## config.mk

```make
export PLATFORM = sky130hd
export DESIGN_NAME = privileged_instruction_filter_core
export DESIGN_NICKNAME = d
export VERILOG_FILES = /design/src/hw/rtl/pif_pkg.sv /design/src/hw/rtl/pif_decode.sv /design/src/hw/rtl/pif_counters.sv /design/src/hw/rtl/privileged_instruction_filter_core.sv
export SDC_FILE = /design/constraint.sdc
export NUM_CORES = 1
export LEC_CHECK = 0
export ABC_AREA = 1
export BUFFER_PORTS_ARGS = -buffer_cell sky130_fd_sc_hd__buf_2
export CAP_MARGIN = 25
export CORE_MARGIN = 5
export CORE_UTILIZATION = 30
export DETAILED_ROUTE_END_ITERATION = 10
export PLACE_DENSITY = 0.48
export SLEW_MARGIN = 0
export SYNTH_ARGS = -nofsm -noshare
export SYNTH_HDL_FRONTEND = slang
export SYNTH_SLANG_ARGS = --single-unit
```

## constraint.sdc

```tcl
create_clock -name i_clk -period 9.6 [get_ports i_clk]
set_input_delay 0.96 -clock i_clk [delete_from_list [all_inputs] [get_ports i_clk]]
set_output_delay 0.96 -clock i_clk [all_outputs]
set_load 0.02 [all_outputs]
```

## src/hw/rtl/pif_pkg.sv

```systemverilog
// ----------------------------------------------------------------------------
// pif_pkg
// Shared constants, types and lookup tables of the privileged instruction
// filter: class test codes, BRK encoding and the system and base ROMs.
// ----------------------------------------------------------------------------
package pif_pkg;

    localparam int SYS_DEPTH     = 1024;
    localparam int BASE_DEPTH    = 256;
    localparam int SYS_IDX_W     = $clog2(SYS_DEPTH);
    localparam int BASE_IDX_W    = $clog2(BASE_DEPTH);
    localparam int COUNT_W       = 48;
    localparam int COUNT_OUT_W   = 48;
    localparam int SYS_ENTRY_W   = 28;
    localparam int BASE_ENTRY_W  = 54;
    localparam int SYS_SHIFT_LEN = 5;

    localparam logic [9:0]  SYS_CLASS   = 10'd852;
    localparam logic [10:0] BRK_OPC     = 11'h6A1;
    localparam logic [3:0]  TRAP_TAG    = 4'b0001;
    localparam logic [15:0] FILTER_IMM  = 16'h1FFF;
    localparam logic [10:0] BASE_FIXED  = 11'h7FF;

    localparam logic [1:0] ACT_KEEP   = 2'd0;
    localparam logic [1:0] ACT_TRAP   = 2'd1;
    localparam logic [1:0] ACT_FILTER = 2'd2;

    typedef struct packed {
        logic        is_system;
        logic [1:0]  action;
        logic [31:0] replacement;
    } t_decode;

    // bit 0 trap flag, bits [27:1] instruction[31:5], zero means empty
    function automatic logic [SYS_ENTRY_W-1:0] sys_rom(input logic [SYS_IDX_W-1:0] idx);
        logic [SYS_ENTRY_W-1:0] e;
        case (idx)
            10'd70:  e = 28'd223393762;
            10'd78:  e = 28'd223393746;
            10'd86:  e = 28'd223393730;
            10'd94:  e = 28'd223393714;
            10'd102: e = 28'd223393698;
            10'd142: e = 28'd223393618;
            10'd150: e = 28'd223393602;
            10'd395: e = 28'd223458338;
            10'd396: e = 28'd223458336;
            10'd403: e = 28'd223458370;
            10'd404: e = 28'd223458368;
            10'd414: e = 28'd223458348;
            10'd416: e = 28'd223458344;
            10'd420: e = 28'd223458336;
            10'd443: e = 28'd223460612;
            10'd838: e = 28'd223576181;
            10'd839: e = 28'd223576179;
            10'd840: e = 28'd223576177;
            10'd846: e = 28'd223576165;
            10'd847: e = 28'd223576163;
            10'd848: e = 28'd223576161;
            10'd851: e = 28'd223576155;
            10'd852: e = 28'd223576153;
            10'd855: e = 28'd223576147;
            10'd856: e = 28'd223576145;
            10'd863: e = 28'd223576131;
            10'd864: e = 28'd223576129;
            10'd890: e = 28'd223576077;
            10'd891: e = 28'd223576075;
            10'd896: e = 28'd223576065;
            10'd907: e = 28'd223589410;
            10'd908: e = 28'd223589408;
            10'd915: e = 28'd223589442;
            10'd916: e = 28'd223589440;
            10'd926: e = 28'd223589420;
            10'd928: e = 28'd223589416;
            10'd932: e = 28'd223589408;
            10'd937: e = 28'd223588366;
            10'd943: e = 28'd223588355;
            10'd952: e = 28'd223591948;
            10'd954: e = 28'd223591686;
            10'd955: e = 28'd223591684;
            10'd956: e = 28'd223591940;
            10'd958: e = 28'd223591936;
            default: e = '0;
        endcase
        return e;
    endfunction

    // bit 0 trap flag, bits [32:1] pattern, bits [53:33] extra mask bits
    function automatic logic [BASE_ENTRY_W-1:0] base_rom(input logic [BASE_IDX_W-1:0] idx);
        logic [BASE_ENTRY_W-1:0] e;
        logic [BASE_ENTRY_W-1:0] off;
        // hlt / hvc / smc groups: bits[7:5] step by 64, bit 13 steps by 16384
        off = BASE_ENTRY_W'({idx[5], 14'd0}) | BASE_ENTRY_W'({idx[4:2], 6'd0});
        case (idx)
            8'd67:  e = 54'd17981411717840958;
            8'd71:  e = 54'd17981411717841022;
            8'd75:  e = 54'd17981411717841086;
            8'd79:  e = 54'd17981411717841150;
            8'd83:  e = 54'd17981411717841214;
            8'd87:  e = 54'd17981411717841278;
            8'd91:  e = 54'd17981411718234558;
            8'd95:  e = 54'd17981411718234622;
            8'd111: e = 54'd18014397067051263;
            8'd156: e = 54'd18014397121038272;
            8'd159: e = 54'd18014397121189886;
            default: begin
                if (idx[7:6] == 2'b00) begin
                    case (idx[1:0])
                        2'd0:    e = 54'd72566299426816 + off;
                        2'd2:    e = 54'd72566291038212 + off;
                        2'd3:    e = 54'd72566291038214 + off;
                        default: e = '0;
                    endcase
                end else begin
                    e = '0;
                end
            end
        endcase
        return e;
    endfunction

    function automatic logic [31:0] brk_word(input logic [15:0] imm16);
        return {BRK_OPC, imm16, 5'd0};
    endfunction

endpackage

```

## src/hw/rtl/pif_decode.sv

```systemverilog
// ----------------------------------------------------------------------------
// pif_decode
// Classifies one instruction word, looks it up in the system or base ROM
// and forms the action and replacement word.
// ----------------------------------------------------------------------------
module pif_decode (
    input  logic [31:0]      i_instruction,
    output pif_pkg::t_decode o_dec
);

    logic                                is_sys;
    logic [pif_pkg::SYS_IDX_W:0]         sys_diff;
    logic [pif_pkg::SYS_ENTRY_W-1:0]     sys_e;
    logic [pif_pkg::BASE_IDX_W-1:0]      base_idx;
    logic [pif_pkg::BASE_ENTRY_W-1:0]    base_e;
    logic [31:0]                         base_mask;
    logic                                sys_hit;
    logic                                base_hit;
    logic [1:0]                          action;

    assign is_sys = (i_instruction[31:22] == pif_pkg::SYS_CLASS)
                 && ((i_instruction[20:19] == 2'b01) || i_instruction[20]);

    // signed difference, top bit set means a negative index
    assign sys_diff = {1'b0, i_instruction[21:12]} - {4'd0, i_instruction[11:5]};
    assign sys_e    = pif_pkg::sys_rom(sys_diff[pif_pkg::SYS_IDX_W-1:0]);
    assign sys_hit  = !sys_diff[pif_pkg::SYS_IDX_W] && (sys_e != '0)
                   && (i_instruction[31:pif_pkg::SYS_SHIFT_LEN] == sys_e[27:1]);

    assign base_idx  = {i_instruction[25:24], i_instruction[13],
                        i_instruction[7:5], i_instruction[1:0]};
    assign base_e    = pif_pkg::base_rom(base_idx);
    assign base_mask = {pif_pkg::BASE_FIXED, base_e[53:33]};
    assign base_hit  = (base_e != '0)
                    && ((i_instruction & base_mask) == base_e[32:1]);

    always_comb begin
        if (is_sys) begin
            if (sys_hit) begin
                action = sys_e[0] ? pif_pkg::ACT_TRAP : pif_pkg::ACT_KEEP;
            end else begin
                action = pif_pkg::ACT_FILTER;
            end
        end else begin
            if (base_hit) begin
                action = base_e[0] ? pif_pkg::ACT_TRAP : pif_pkg::ACT_FILTER;
            end else begin
                action = pif_pkg::ACT_KEEP;
            end
        end
    end

    always_comb begin
        o_dec.is_system = is_sys;
        o_dec.action    = action;
        case (action)
            pif_pkg::ACT_TRAP:
                o_dec.replacement = pif_pkg::brk_word({pif_pkg::TRAP_TAG,
                                                       i_instruction[11:0]});
            pif_pkg::ACT_FILTER:
                o_dec.replacement = pif_pkg::brk_word(pif_pkg::FILTER_IMM);
            default:
                o_dec.replacement = i_instruction;
        endcase
    end

endmodule

```

## src/hw/rtl/pif_counters.sv

```systemverilog
// ----------------------------------------------------------------------------
// pif_counters
// Wrapping running counts of system and base words; gives the counts that
// include the word now being decoded.
// ----------------------------------------------------------------------------
module pif_counters (
    input  logic                            i_clk,
    input  logic                            i_rst_n,
    input  logic                            i_advance,
    input  logic                            i_is_system,
    output logic [pif_pkg::COUNT_OUT_W-1:0] o_sys_count,
    output logic [pif_pkg::COUNT_OUT_W-1:0] o_base_count
);

    logic [pif_pkg::COUNT_W-1:0] r_sys_cnt;
    logic [pif_pkg::COUNT_W-1:0] r_base_cnt;
    logic [pif_pkg::COUNT_W-1:0] n_sys_cnt;
    logic [pif_pkg::COUNT_W-1:0] n_base_cnt;

    assign n_sys_cnt  = r_sys_cnt  + pif_pkg::COUNT_W'(i_is_system);
    assign n_base_cnt = r_base_cnt + pif_pkg::COUNT_W'(!i_is_system);

    always_ff @(posedge i_clk) begin
        if (!i_rst_n) begin
            r_sys_cnt  <= '0;
            r_base_cnt <= '0;
        end else if (i_advance) begin
            r_sys_cnt  <= n_sys_cnt;
            r_base_cnt <= n_base_cnt;
        end
    end

    assign o_sys_count  = pif_pkg::COUNT_OUT_W'(n_sys_cnt);
    assign o_base_count = pif_pkg::COUNT_OUT_W'(n_base_cnt);

`ifndef NO_ASSERTIONS
    a_sys_step: assert property (@(posedge i_clk) disable iff (!i_rst_n)
        i_advance && i_is_system |=>
            r_sys_cnt == $past(r_sys_cnt) + 1'b1 && $stable(r_base_cnt))
        else $error("system count did not step alone");

    a_base_step: assert property (@(posedge i_clk) disable iff (!i_rst_n)
        i_advance && !i_is_system |=>
            r_base_cnt == $past(r_base_cnt) + 1'b1 && $stable(r_sys_cnt))
        else $error("base count did not step alone");

    a_hold: assert property (@(posedge i_clk) disable iff (!i_rst_n)
        !i_advance |=> $stable(r_sys_cnt) && $stable(r_base_cnt))
        else $error("counts moved without a word");
`endif

endmodule

```

## src/hw/rtl/privileged_instruction_filter_core.sv

```systemverilog
// ----------------------------------------------------------------------------
// privileged_instruction_filter_core
// Streams instruction words through a class test and ROM check and returns
// keep/trap/filter with the BRK replacement and running class counts.
// ----------------------------------------------------------------------------
// usage:
//   slave side takes one instruction word per transaction, tlast marks the
//   final word of a section. master side returns exactly one result per word,
//   in order, with tlast echoing the input tlast.
//   path: an accepted word is held in the input register, decoded, and its
//   result is held in the result register: two register stages.
//   throughput: one word per cycle unless the receiver stalls; the decode
//   is a lookup in both roms and a compare between the two registers.
//   reset clears both valid flags and the two counters; the roms are fixed.
//   when the receiver stalls the result register holds, the input register
//   still fills, and o_s_tready drops only once both stages are full.
//   counts include the word they come with and run on across sections.
// ----------------------------------------------------------------------------
module privileged_instruction_filter_core (
    input  logic         i_clk,
    input  logic         i_rst_n,
    input  logic         i_s_tvalid,
    output logic         o_s_tready,
    input  logic [31:0]  i_s_tdata,    // [31:0] instruction
    input  logic         i_s_tlast,
    output logic         o_m_tvalid,
    input  logic         i_m_tready,
    output logic [135:0] o_m_tdata,    // [0] is_system, [2:1] action,
                                       // [34:3] replacement, [82:35] system_count,
                                       // [130:83] base_count, [135:131] zero
    output logic         o_m_tlast
);

    logic                            r_s1_valid;
    logic [31:0]                     r_s1_word;
    logic                            r_s1_last;
    logic                            r_o_valid;
    pif_pkg::t_decode                r_o_dec;
    logic [pif_pkg::COUNT_OUT_W-1:0] r_o_sys_cnt;
    logic [pif_pkg::COUNT_OUT_W-1:0] r_o_base_cnt;
    logic                            r_o_last;

    pif_pkg::t_decode                dec;
    logic [pif_pkg::COUNT_OUT_W-1:0] sys_cnt;
    logic [pif_pkg::COUNT_OUT_W-1:0] base_cnt;
    logic                            out_load;
    logic                            advance;
    logic                            in_load;

    assign out_load   = !r_o_valid || i_m_tready;
    assign advance    = r_s1_valid && out_load;
    assign o_s_tready = !r_s1_valid || out_load;
    assign in_load    = i_s_tvalid && o_s_tready;

    always_ff @(posedge i_clk) begin
        if (!i_rst_n) begin
            r_s1_valid <= 1'b0;
        end else if (o_s_tready) begin
            r_s1_valid <= i_s_tvalid;
        end
    end

    always_ff @(posedge i_clk) begin
        if (in_load) begin
            r_s1_word <= i_s_tdata;
            r_s1_last <= i_s_tlast;
        end
    end

    pif_decode u_decode (
        .i_instruction (r_s1_word),
        .o_dec         (dec)
    );

    pif_counters u_counters (
        .i_clk        (i_clk),
        .i_rst_n      (i_rst_n),
        .i_advance    (advance),
        .i_is_system  (dec.is_system),
        .o_sys_count  (sys_cnt),
        .o_base_count (base_cnt)
    );

    always_ff @(posedge i_clk) begin
        if (!i_rst_n) begin
            r_o_valid <= 1'b0;
        end else if (out_load) begin
            r_o_valid <= r_s1_valid;
        end
    end

    always_ff @(posedge i_clk) begin
        if (advance) begin
            r_o_dec      <= dec;
            r_o_sys_cnt  <= sys_cnt;
            r_o_base_cnt <= base_cnt;
            r_o_last     <= r_s1_last;
        end
    end

    assign o_m_tvalid = r_o_valid;
    assign o_m_tlast  = r_o_last;
    assign o_m_tdata  = {5'd0, r_o_base_cnt, r_o_sys_cnt, r_o_dec.replacement,
                         r_o_dec.action, r_o_dec.is_system};

`ifndef NO_ASSERTIONS
    a_stall_full: assert property (@(posedge i_clk) disable iff (!i_rst_n)
        !o_s_tready |-> r_s1_valid && r_o_valid)
        else $error("input stalled with a free stage");

    a_action_code: assert property (@(posedge i_clk) disable iff (!i_rst_n)
        r_o_valid |-> r_o_dec.action == pif_pkg::ACT_KEEP
                   || r_o_dec.action == pif_pkg::ACT_TRAP
                   || r_o_dec.action == pif_pkg::ACT_FILTER)
        else $error("undefined action code");

    a_brk_form: assert property (@(posedge i_clk) disable iff (!i_rst_n)
        r_o_valid && r_o_dec.action != pif_pkg::ACT_KEEP |->
            r_o_dec.replacement[31:21] == pif_pkg::BRK_OPC
            && r_o_dec.replacement[4:0] == 5'd0)
        else $error("replacement is not a brk word");

    a_filter_imm: assert property (@(posedge i_clk) disable iff (!i_rst_n)
        r_o_valid && r_o_dec.action == pif_pkg::ACT_FILTER |->
            r_o_dec.replacement[20:5] == pif_pkg::FILTER_IMM)
        else $error("filter word carries wrong immediate");
`endif

endmodule
```

==> flow_summary.yaml, run 1 <==
logic_synthesis:
  synth_edf_count: 165
  ys_types: 50
  postSynth.asyncResetShare: 0
  yosysSeqAreaShare: 0.524
  yosysTopAreaCell: "edfxtp_1"
  post-synth-top-count-cell: "inv_1"
  yosysWarnings: 0
  synth_common_cells: "inv_1 (276), nand2_1 (249), edfxtp_1 (165)"
  synth_area_leaders: "edfxtp_1 (38%), dfxtp_1 (15%), inv_1 (7.8%)"
  yosysTopAreaCellShare: 0.375
  yosys_register_bits: 263
  synth-main-ff-cell: "edfxtp_1"
  netlist_area_sq_mm: 0.0132
  netlist_instances: 1543
  avgSynthCellArea_sq_um: 8.56
sta:
  slew-limit-headroom: 0.326
  tns_ns: 0
  rsz0062_at_grt: "no"
  fin_crit_sh: 0.564
  slew_violations: 0
  clock_skew_ns: 0.0173
  hold_violations: 0
  max_freq_mhz: 185
  tightest_slew_ns: 1.01
  setup_slack_ns: 4.19
  finalSetupViolations: 0
  min_period_ns: 5.41
floorplanning:
  initial_core_util: 0.305
  ioPinCount: 176
  fp.dieH_um: 220
  die_area_sq_mm: 0.0483
  fp.dieW_um: 220
  rows: 76
  core_area_sq_mm: 0.0434
power:
  power_density_mw_per_mm2: 179
  leakage_nw: 7.14
  p_comb_frac: 0.115
  p_switching_mw: 0.734
  internal_power_mw: 2.08
  finalPower_mw: 2.82
  max-vdd-ir-drop_mv: 0.146
  power.share.clock: 0.415
  seqPwrFrac: 0.470
  switching_share: 0.260
placement:
  port_buffers: 170
  dp_hpwl_um: 27300
  place_ws_ns: 3.79
  placed_area_sq_mm: 0.0147
  gp_congestion: 0.866
global_routing:
  grt_first_pass_wirelength_um: 56900
  grtUsageTotal: 0.147
  first_global_vias: 10139
  antenna_found_initial: 0
  grt_overflow_total: 0
  grt_max_degree: 92
detailed_routing:
  detail_route.iter0.violations: 719
  ant_nets: 0
  avgViaCountPerCell: 4.56
  wirelength_um: 36800
  drc: 0
  routed-via-count: 10579
  first_pass_iters: 5
  wire_per_inst_um: 15.9
worst_setup_path:
  path_class: "flop to flop"
  cp_slowest_cell: "nor2_1"
  cp.arrival_ns: 5.66
  slowest_delay_ns: 0.75
  cp-start-kind: "flop"
  critPathMaxFanout: 12
  end_kind: "flop"
  crit_top_cell: "nand2_1"
  worst_ep_required_time_ns: 9.84
clocking:
  cts-root-buf: "clkbuf_16"
  clkTransAtPathRegs_ns: 0.06
  clock-sinks: 263
  cts.path.max_buffers: 3
  insertion_delay_ns: 0.56
  postCtsHoldBufs: 0
  htree_levels: 1
  cts_tree: "yes"
  cts_resized: 0
  cts_buffers: 30
  post_cts_buffers: 0
outcome:
  status: "finished clean"
finish:
  syn_to_final_growth_pct: 19.2
  layout-drive-gt1-share: 0.158
  antenna-diode-count: 0
  final_core_util: 0.363
  design_area_sq_mm: 0.0157
  nets: 1766
job:
  maxCapViolCount: 0
worst_hold_path:
  hold_class: "flop to flop"
## metal layers
metal | wire, um | part of all wire | GRT usage | vias to the layer above
met1 | 17000 | 0.46 | 0.203 | 4893
met2 | 17100 | 0.47 | 0.243 | 270
met4 | 785 | 0.021 | 0.0408 | 0
met3 | 1920 | 0.052 | 0.0206 | 45
met5 | 0 | 0 | 0 | -
li1 | - | - | - | 5371
## worst max-delay path, delay by kind of cell (launching register included)
| family | cells | cell delay [ns] |
|---|---|---|
| buffers and inverters | 3 | 0.36 |
| adder cells (fa/ha/maj) | 3 | 1.04 |
| AO/OA/AOI/OAI | 2 | 0.36 |
| flip-flops | 1 | 0.48 |
| AND/OR/NAND/NOR | 17 | 2.87 |
## cells by family (layout without fill, tap and decap cells)
logic type                 after synthesis  after routing  share of synthesized area
DFF                                    263            263                      0.524
and+or+nand+nor                        626            626                      0.216
other                                    1              5                   0.000284
adders and majority gates               15             15                     0.0148
xor gates and xnor gates                91             91                     0.0603
buffers and inverters                  324            514                     0.0941
AOI/OAI and AO/OA                      223            223                     0.0912
## through the flow
step                hold slack, ns  std cells
finish                       0.420       2322
detailed placement           0.405       2265
global route                 0.427       2322
global placement             0.406       2264
floorplan                    0.400       1547
CTS                          0.420       2320
## path summary, 6_finish.rpt
| check | startpoint | endpoint | slack (ns) | depth (start not counted) |
|---|---|---|---|---|
| setup / recovery | r_s1_word[5]$_DFFE_PP_ | o_m_tdata[13]$_DFFE_PP_ | 4.19 | 25 |
| hold / removal | r_s1_last$_DFFE_PP_ | o_m_tlast$_DFFE_PP_ | 0.42 | 0 |
| setup reg to reg | r_s1_word[5]$_DFFE_PP_ | o_m_tdata[13]$_DFFE_PP_ | 4.19 | 25 |
| hold reg to reg | r_s1_last$_DFFE_PP_ | o_m_tlast$_DFFE_PP_ | 0.42 | 0 |
## sequential cells by signal, indices dropped and copies added, names as in the netlist
register	flops
r_o_sys_cnt	48
u_counters.r_sys_cnt	48
u_counters.r_base_cnt	48
r_s1_last	1
o_m_tdata	35
r_o_base_cnt	48
r_s1_valid	1
o_m_tlast	1
r_s1_word	32
o_m_tvalid	1
## power groups by stage
stage | Sequential [mW] | Clock (mW) | Combinational [mW]
after floorplan | 1.38 | 0 | 0.190
after global placement | 1.35 | 0 | 0.324
after detailed placement | 1.35 | 0 | 0.325
after CTS | 1.32 | 1.21 | 0.326
after global routing | 1.33 | 1.25 | 0.364
final | 1.32 | 1.17 | 0.325
## cell type report
type	count	area, sq um
clock inverters	10	135
clock buffers	45	880
inverters	282	1060
repair buffers	177	947
well taps	585	732
multi-input cells	960	5070
fillers	4523	27600
flip-flops and latches	263	6920
## cell usage in the layout (no fill, tap or decap), drive strengths merged, types with 33 or more instances in the layout
cell,Yosys,final
dfxtp,98,98
o21ai,104,104
clkbuf,34,45
buf,8,177
inv,281,283
nor2,185,185
nor3,40,40
nand3,85,85
a21oi,90,90
xor2,87,87
edfxtp,165,165
nand4,33,33
nand2,257,257
(Power assumes the default switching activity.)
==> run 2: changes to the inputs <==
==> constraint.sdc (replaced) <==
create_clock -name i_clk -period 5.23 [get_ports i_clk]
set_input_delay 0.523 -clock i_clk [delete_from_list [all_inputs] [get_ports i_clk]]
set_output_delay 0.523 -clock i_clk [all_outputs]
set_load 0.02 [all_outputs]
==> flow_summary.yaml, run 2 (same netlist as run 1, synthesis figures left out) <==
outcome:
  status: "finished clean"
detailed_routing:
  drc: 0
  detail_route.iter0.violations: 782
  avgViaCountPerCell: 4.59
  wirelength_um: 37600
  wire_per_inst_um: 16.1
  routed-via-count: 10708
  first_pass_iters: 7
  ant_nets: 0
worst_setup_path:
  cp.arrival_ns: 4.95
  r2r-start: "r_s1_word[5]$_DFFE_PP_"
  critPathMaxFanout: 32
  timing.rr.end: "o_m_tdata[16]$_DFFE_PP_"
  end_kind: "flop"
  r2r_slack_ns: 0.55
  worst_ep_required_time_ns: 5.50
  r2r_cells: 26
  path_class: "flop to flop"
  cp-start-kind: "flop"
floorplanning:
  fp.dieH_um: 220
  fp.dieW_um: 220
  core_area_sq_mm: 0.0434
  die_area_sq_mm: 0.0483
  initial_core_util: 0.305
  ioPinCount: 176
  rows: 76
global_routing:
  grt_first_pass_wirelength_um: 57700
  grt_overflow_total: 0
  grtUsageTotal: 0.152
  antenna_found_initial: 1
  first_global_vias: 10199
  grt_max_degree: 101
placement:
  port_buffers: 170
  placed_area_sq_mm: 0.0147
  dp_hpwl_um: 27200
  gp_congestion: 0.907
sta:
  clock_skew_ns: 0.0167
  tightest_slew_ns: 0.979
  min_period_ns: 4.68
  tns_ns: 0
  max_freq_mhz: 214
  rsz0062_at_grt: "no"
  hold_violations: 0
  whs_ns: 0.160
  fin_crit_sh: 0.894
  slew_violations: 0
  slew-limit-headroom: 0.347
  finalSetupViolations: 0
worst_hold_path:
  hold_class: "primary input to flop"
  hold_start: "i_s_tdata[17]"
  whs_endpoint: "r_s1_word[17]$_DFFE_PP_"
  min_path_cells: 1
clocking:
  cts_tree: "yes"
  clock-sinks: 263
  clkTransAtPathRegs_ns: 0.06
  cts-root-buf: "clkbuf_16"
  post_cts_buffers: 0
  postCtsHoldBufs: 0
  cts_resized: 0
  htree_levels: 2
  cts_buffers: 34
  insertion_delay_ns: 0.53
  cts.path.max_buffers: 3
finish:
  final_common_cell: "inv_1"
  antenna-diode-count: 0
  syn_to_final_growth_pct: 20.2
  fillers: 4533
  design_area_sq_mm: 0.0159
  nets: 1774
  final_cell_mix: "inv_1 (276), nand2_1 (248), buf_2 (170), edfxtp_1 (165), nor2_1 (163)"
  seqCellArea_sq_mm: 0.00692
  layout-drive-gt1-share: 0.165
  multi_input_area_sq_mm: 0.00507
power:
  power_density_mw_per_mm2: 343
  leakage_nw: 7.22
  max-vdd-ir-drop_mv: 0.208
job:
  maxCapViolCount: 0
[run 2: cell types whose count changed in the layout (fill, tap and decap cells not counted), moves of 2 or more]
cell       change
buf_4          +6
clkbuf_1       -5
clkbuf_16      +4
clkinv_2       +3
buf_16         -2
clkinv_1       +2
inv_6          +2
[run 2: how the worst max path moves through the flow]
stage                                  from                 endpoint
CTS                 r_s1_word[12]$_DFFE_PP_  o_m_tdata[10]$_DFFE_PP_
global route        r_s1_word[12]$_DFFE_PP_  o_m_tdata[10]$_DFFE_PP_
global placement     r_s1_word[5]$_DFFE_PP_   o_m_tdata[9]$_DFFE_PP_
floorplan            r_s1_word[5]$_DFFE_PP_  o_m_tdata[11]$_DFFE_PP_
finish               r_s1_word[5]$_DFFE_PP_  o_m_tdata[16]$_DFFE_PP_
detailed placement  r_s1_word[12]$_DFFE_PP_  o_m_tdata[19]$_DFFE_PP_
[run 2: routing by layer]
metal / wire length (um) / GRT usage / vias up
met5: 13 / 0 / -
met4: 1070 / 0.0535 / 2
met3: 1960 / 0.0243 / 61
met2: 17700 / 0.253 / 280
met1: 16800 / 0.201 / 4968
li1: - / - / 5397
[run 2: final cells by class]
class / count / share of cell area
flip-flops and latches: 263 / 0.435
well taps: 585 / 0.0461
multi-input cells: 960 / 0.319
repair buffers: 181 / 0.0596
inverters: 282 / 0.0670
clock buffers: 43 / 0.0596
clock inverters: 18 / 0.0128
[run 2: per-stage QoR]
| step | setup slack [ns] | power (mW) | cells | util |
|---|---|---|---|---|
| after floorplan | 1.15 | 2.87 | 1547 | - |
| after global placement | 0.624 | 3.08 | 2270 | 0.339 |
| after detailed placement | 0.594 | 3.08 | 2270 | 0.339 |
| after CTS | 0.592 | 5.54 | 2331 | 0.366 |
| after global routing | 0.0365 | 5.70 | 2332 | 0.366 |
| final | 0.554 | 5.45 | 2332 | 0.366 |
[run 2: worst max-delay path: stages, from the launching register on]
cell	delay (ns)
edfxtp_1	0.48
ha_1	0.28
fa_1	0.40
inv_1	0.07
nand2_1	0.06
nand2_1	0.14
nand4_1	0.16
nand2_1	0.12
nand2_1	0.05
nand2_1	0.16
nor2_1	0.07
buf_4	0.21
nand4_1	0.20
nand3_1	0.24
nor2_1	0.23
nand2_1	0.08
nor2_1	0.14
nand2_1	0.06
nand2_1	0.06
inv_1	0.04
nand3_1	0.07
nor2_1	0.04
nand3_1	0.13
a21oi_1	0.10
ha_1	0.30
buf_4	0.35
a22oi_1	0.15
[run 2: power by group]
group | leakage (nW) | total [mW] | switching [mW] | internal, mW
clock network | 0.565 | 2.42 | 0.933 | 1.49
logic | 4.27 | 0.604 | 0.432 | 0.172
registers | 2.38 | 2.43 | 0.0817 | 2.35
==> run 3: changes to the inputs <==
--- a/config.mk
+++ b/config.mk
@@ -7,7 +7,6 @@
 export LEC_CHECK = 0
 export ABC_AREA = 1
 export BUFFER_PORTS_ARGS = -buffer_cell sky130_fd_sc_hd__buf_2
-export CAP_MARGIN = 25
 export CORE_MARGIN = 5
 export CORE_UTILIZATION = 30
 export DETAILED_ROUTE_END_ITERATION = 10
==> constraint.sdc (replaced) <==
create_clock -name i_clk -period 5.23 [get_ports i_clk]
set_input_delay 0.7845 -clock i_clk [delete_from_list [all_inputs] [get_ports i_clk]]
set_output_delay 0.7845 -clock i_clk [all_outputs]
set_load 0.02 [all_outputs]
==> flow_summary.yaml, run 3 (same netlist as run 1, synthesis figures left out) <==
outcome:
  status: "finished clean"
sta:
  fin_crit_sh: 0.872
  clock_skew_ns: 0.00882
  tightest_slew_ns: 1.16
  max_freq_mhz: 219
  tns_ns: 0
  rsz0062_at_grt: "no"
  finalSetupViolations: 0
  slew-limit-headroom: 0.227
  slew_violations: 0
  hold_violations: 0
  min_period_ns: 4.56
finish:
  multi_input_area_sq_mm: 0.00507
  final_common_cell: "inv_1"
  antenna-diode-count: 0
  instances_no_fill: 2324
  syn_to_final_growth_pct: 19.8
  fillers: 4533
  layout-drive-gt1-share: 0.162
  final_cell_mix: "inv_1 (276), nand2_1 (248), buf_2 (170), edfxtp_1 (165), nor2_1 (163)"
  nets: 1767
  seqCellArea_sq_mm: 0.00692
detailed_routing:
  met2_length_um: 17300
  dr_wl_met3_um: 2070
  wirelength_um: 37000
  top_layer_used: "met5"
  detail_route.iter0.violations: 779
  ant_nets: 0
  wire_per_inst_um: 15.9
  first_pass_iters: 7
  drc: 0
  routed-via-count: 10680
  avgViaCountPerCell: 4.60
  wirelength_met1_um: 16900
power:
  seqPwrFrac: 0.452
  p_comb_frac: 0.112
  power.share.clock: 0.436
  switching_share: 0.256
  leakage_nw: 7.19
  internal_power_mw: 4.00
  max-vdd-ir-drop_mv: 0.233
  finalPower_mw: 5.37
  p_switching_mw: 1.37
  power_density_mw_per_mm2: 339
global_routing:
  grt_first_pass_wirelength_um: 57100
  grt_overflow_total: 0
  first_global_vias: 10073
  grt_max_degree: 98
  grtUsageTotal: 0.148
  antenna_found_initial: 1
worst_setup_path:
  crit_path_start: "r_s1_word[5]$_DFFE_PP_"
  end_kind: "flop"
  slowest_delay_ns: 0.49
  cp.arrival_ns: 4.95
  critPathMaxFanout: 20
  path_class: "flop to flop"
  crit_top_cell: "nand2_1"
  timing.rr.end: "o_m_tdata[13]$_DFFE_PP_"
  r2r_slack_ns: 0.67
  r2r_cells: 25
  r2r-start: "r_s1_word[5]$_DFFE_PP_"
  cp-start-kind: "flop"
  cp_slowest_cell: "ha_1"
  worst_ep_required_time_ns: 5.62
placement:
  port_buffers: 170
  dp_hpwl_um: 27300
  gp_congestion: 0.887
  numPlacedInstances: 2268
worst_hold_path:
  min_path_cells: 1
  hold_start: "i_s_tdata[28]"
  hold_class: "primary input to flop"
  whs_endpoint: "r_s1_word[28]$_DFFE_PP_"
clocking:
  cts.path.max_buffers: 3
  clkTransAtPathRegs_ns: 0.06
  cts-root-buf: "clkbuf_16"
  cts_buffers: 30
  cts_resized: 0
  cts_tree: "yes"
  htree_levels: 1
  insertion_delay_ns: 0.55
  post_cts_buffers: 0
  postCtsHoldBufs: 0
  clock-sinks: 263
floorplanning:
  core_area_sq_mm: 0.0434
  fp.dieH_um: 220
  ioPinCount: 176
  fp.dieW_um: 220
  initial_core_util: 0.305
  rows: 76
  die_area_sq_mm: 0.0483
job:
  maxCapViolCount: 0
[run 3: how the worst max path moves through the flow]
| stage | depth (start not counted) | end |
|---|---|---|
| finish | 25 | o_m_tdata[13]$_DFFE_PP_ |
| global route | 28 | o_m_tdata[13]$_DFFE_PP_ |
| floorplan | 30 | o_m_tdata[11]$_DFFE_PP_ |
| CTS | 25 | o_m_tdata[13]$_DFFE_PP_ |
| detailed placement | 25 | o_m_tdata[13]$_DFFE_PP_ |
| global placement | 28 | o_m_tdata[10]$_DFFE_PP_ |
[run 3: area by class of cell]
cell class,count,share of cell area
Sequential cell,263,0.437
Multi-Input combinational cell,960,0.321
Inverter,282,0.0672
Timing Repair Buffer,178,0.0583
Clock buffer,42,0.0562
Tap cell,585,0.0462
Clock inverter,14,0.0145
[run 3: routing by layer]
metal	up-vias	track usage
met4	2	0.0364
li1	5372	-
met3	50	0.0203
met5	-	0
met2	263	0.248
met1	4993	0.202
[run 3: power by group through the flow]
stage	combinational, mW	clock, mW	sequential (mW)
CTS	0.606	2.42	2.43
global route	0.670	2.51	2.44
finish	0.600	2.34	2.43
floorplan	0.349	0	2.52
detailed placement	0.603	0	2.47
global placement	0.602	0	2.47
[run 3: stage by stage]
step	utilization	hold slack, ns	worst slack (ns)	instance area, sq um
floorplan	-	0.400	1.15	13200
global placement	0.339	0.405	0.646	14700
detailed placement	0.339	0.405	0.682	14700
CTS	0.365	0.371	0.660	15800
global route	0.365	0.369	0.219	15800
finish	0.365	0.409	0.667	15800
[run 3: critical path, delay by kind of cell, from the launching register on]
family          cells  cell delay (ns)
simple gates       17             1.95
buf+inv             2             0.28
compound gates      3             0.51
flops               1             0.48
fa+ha+maj           3             1.16
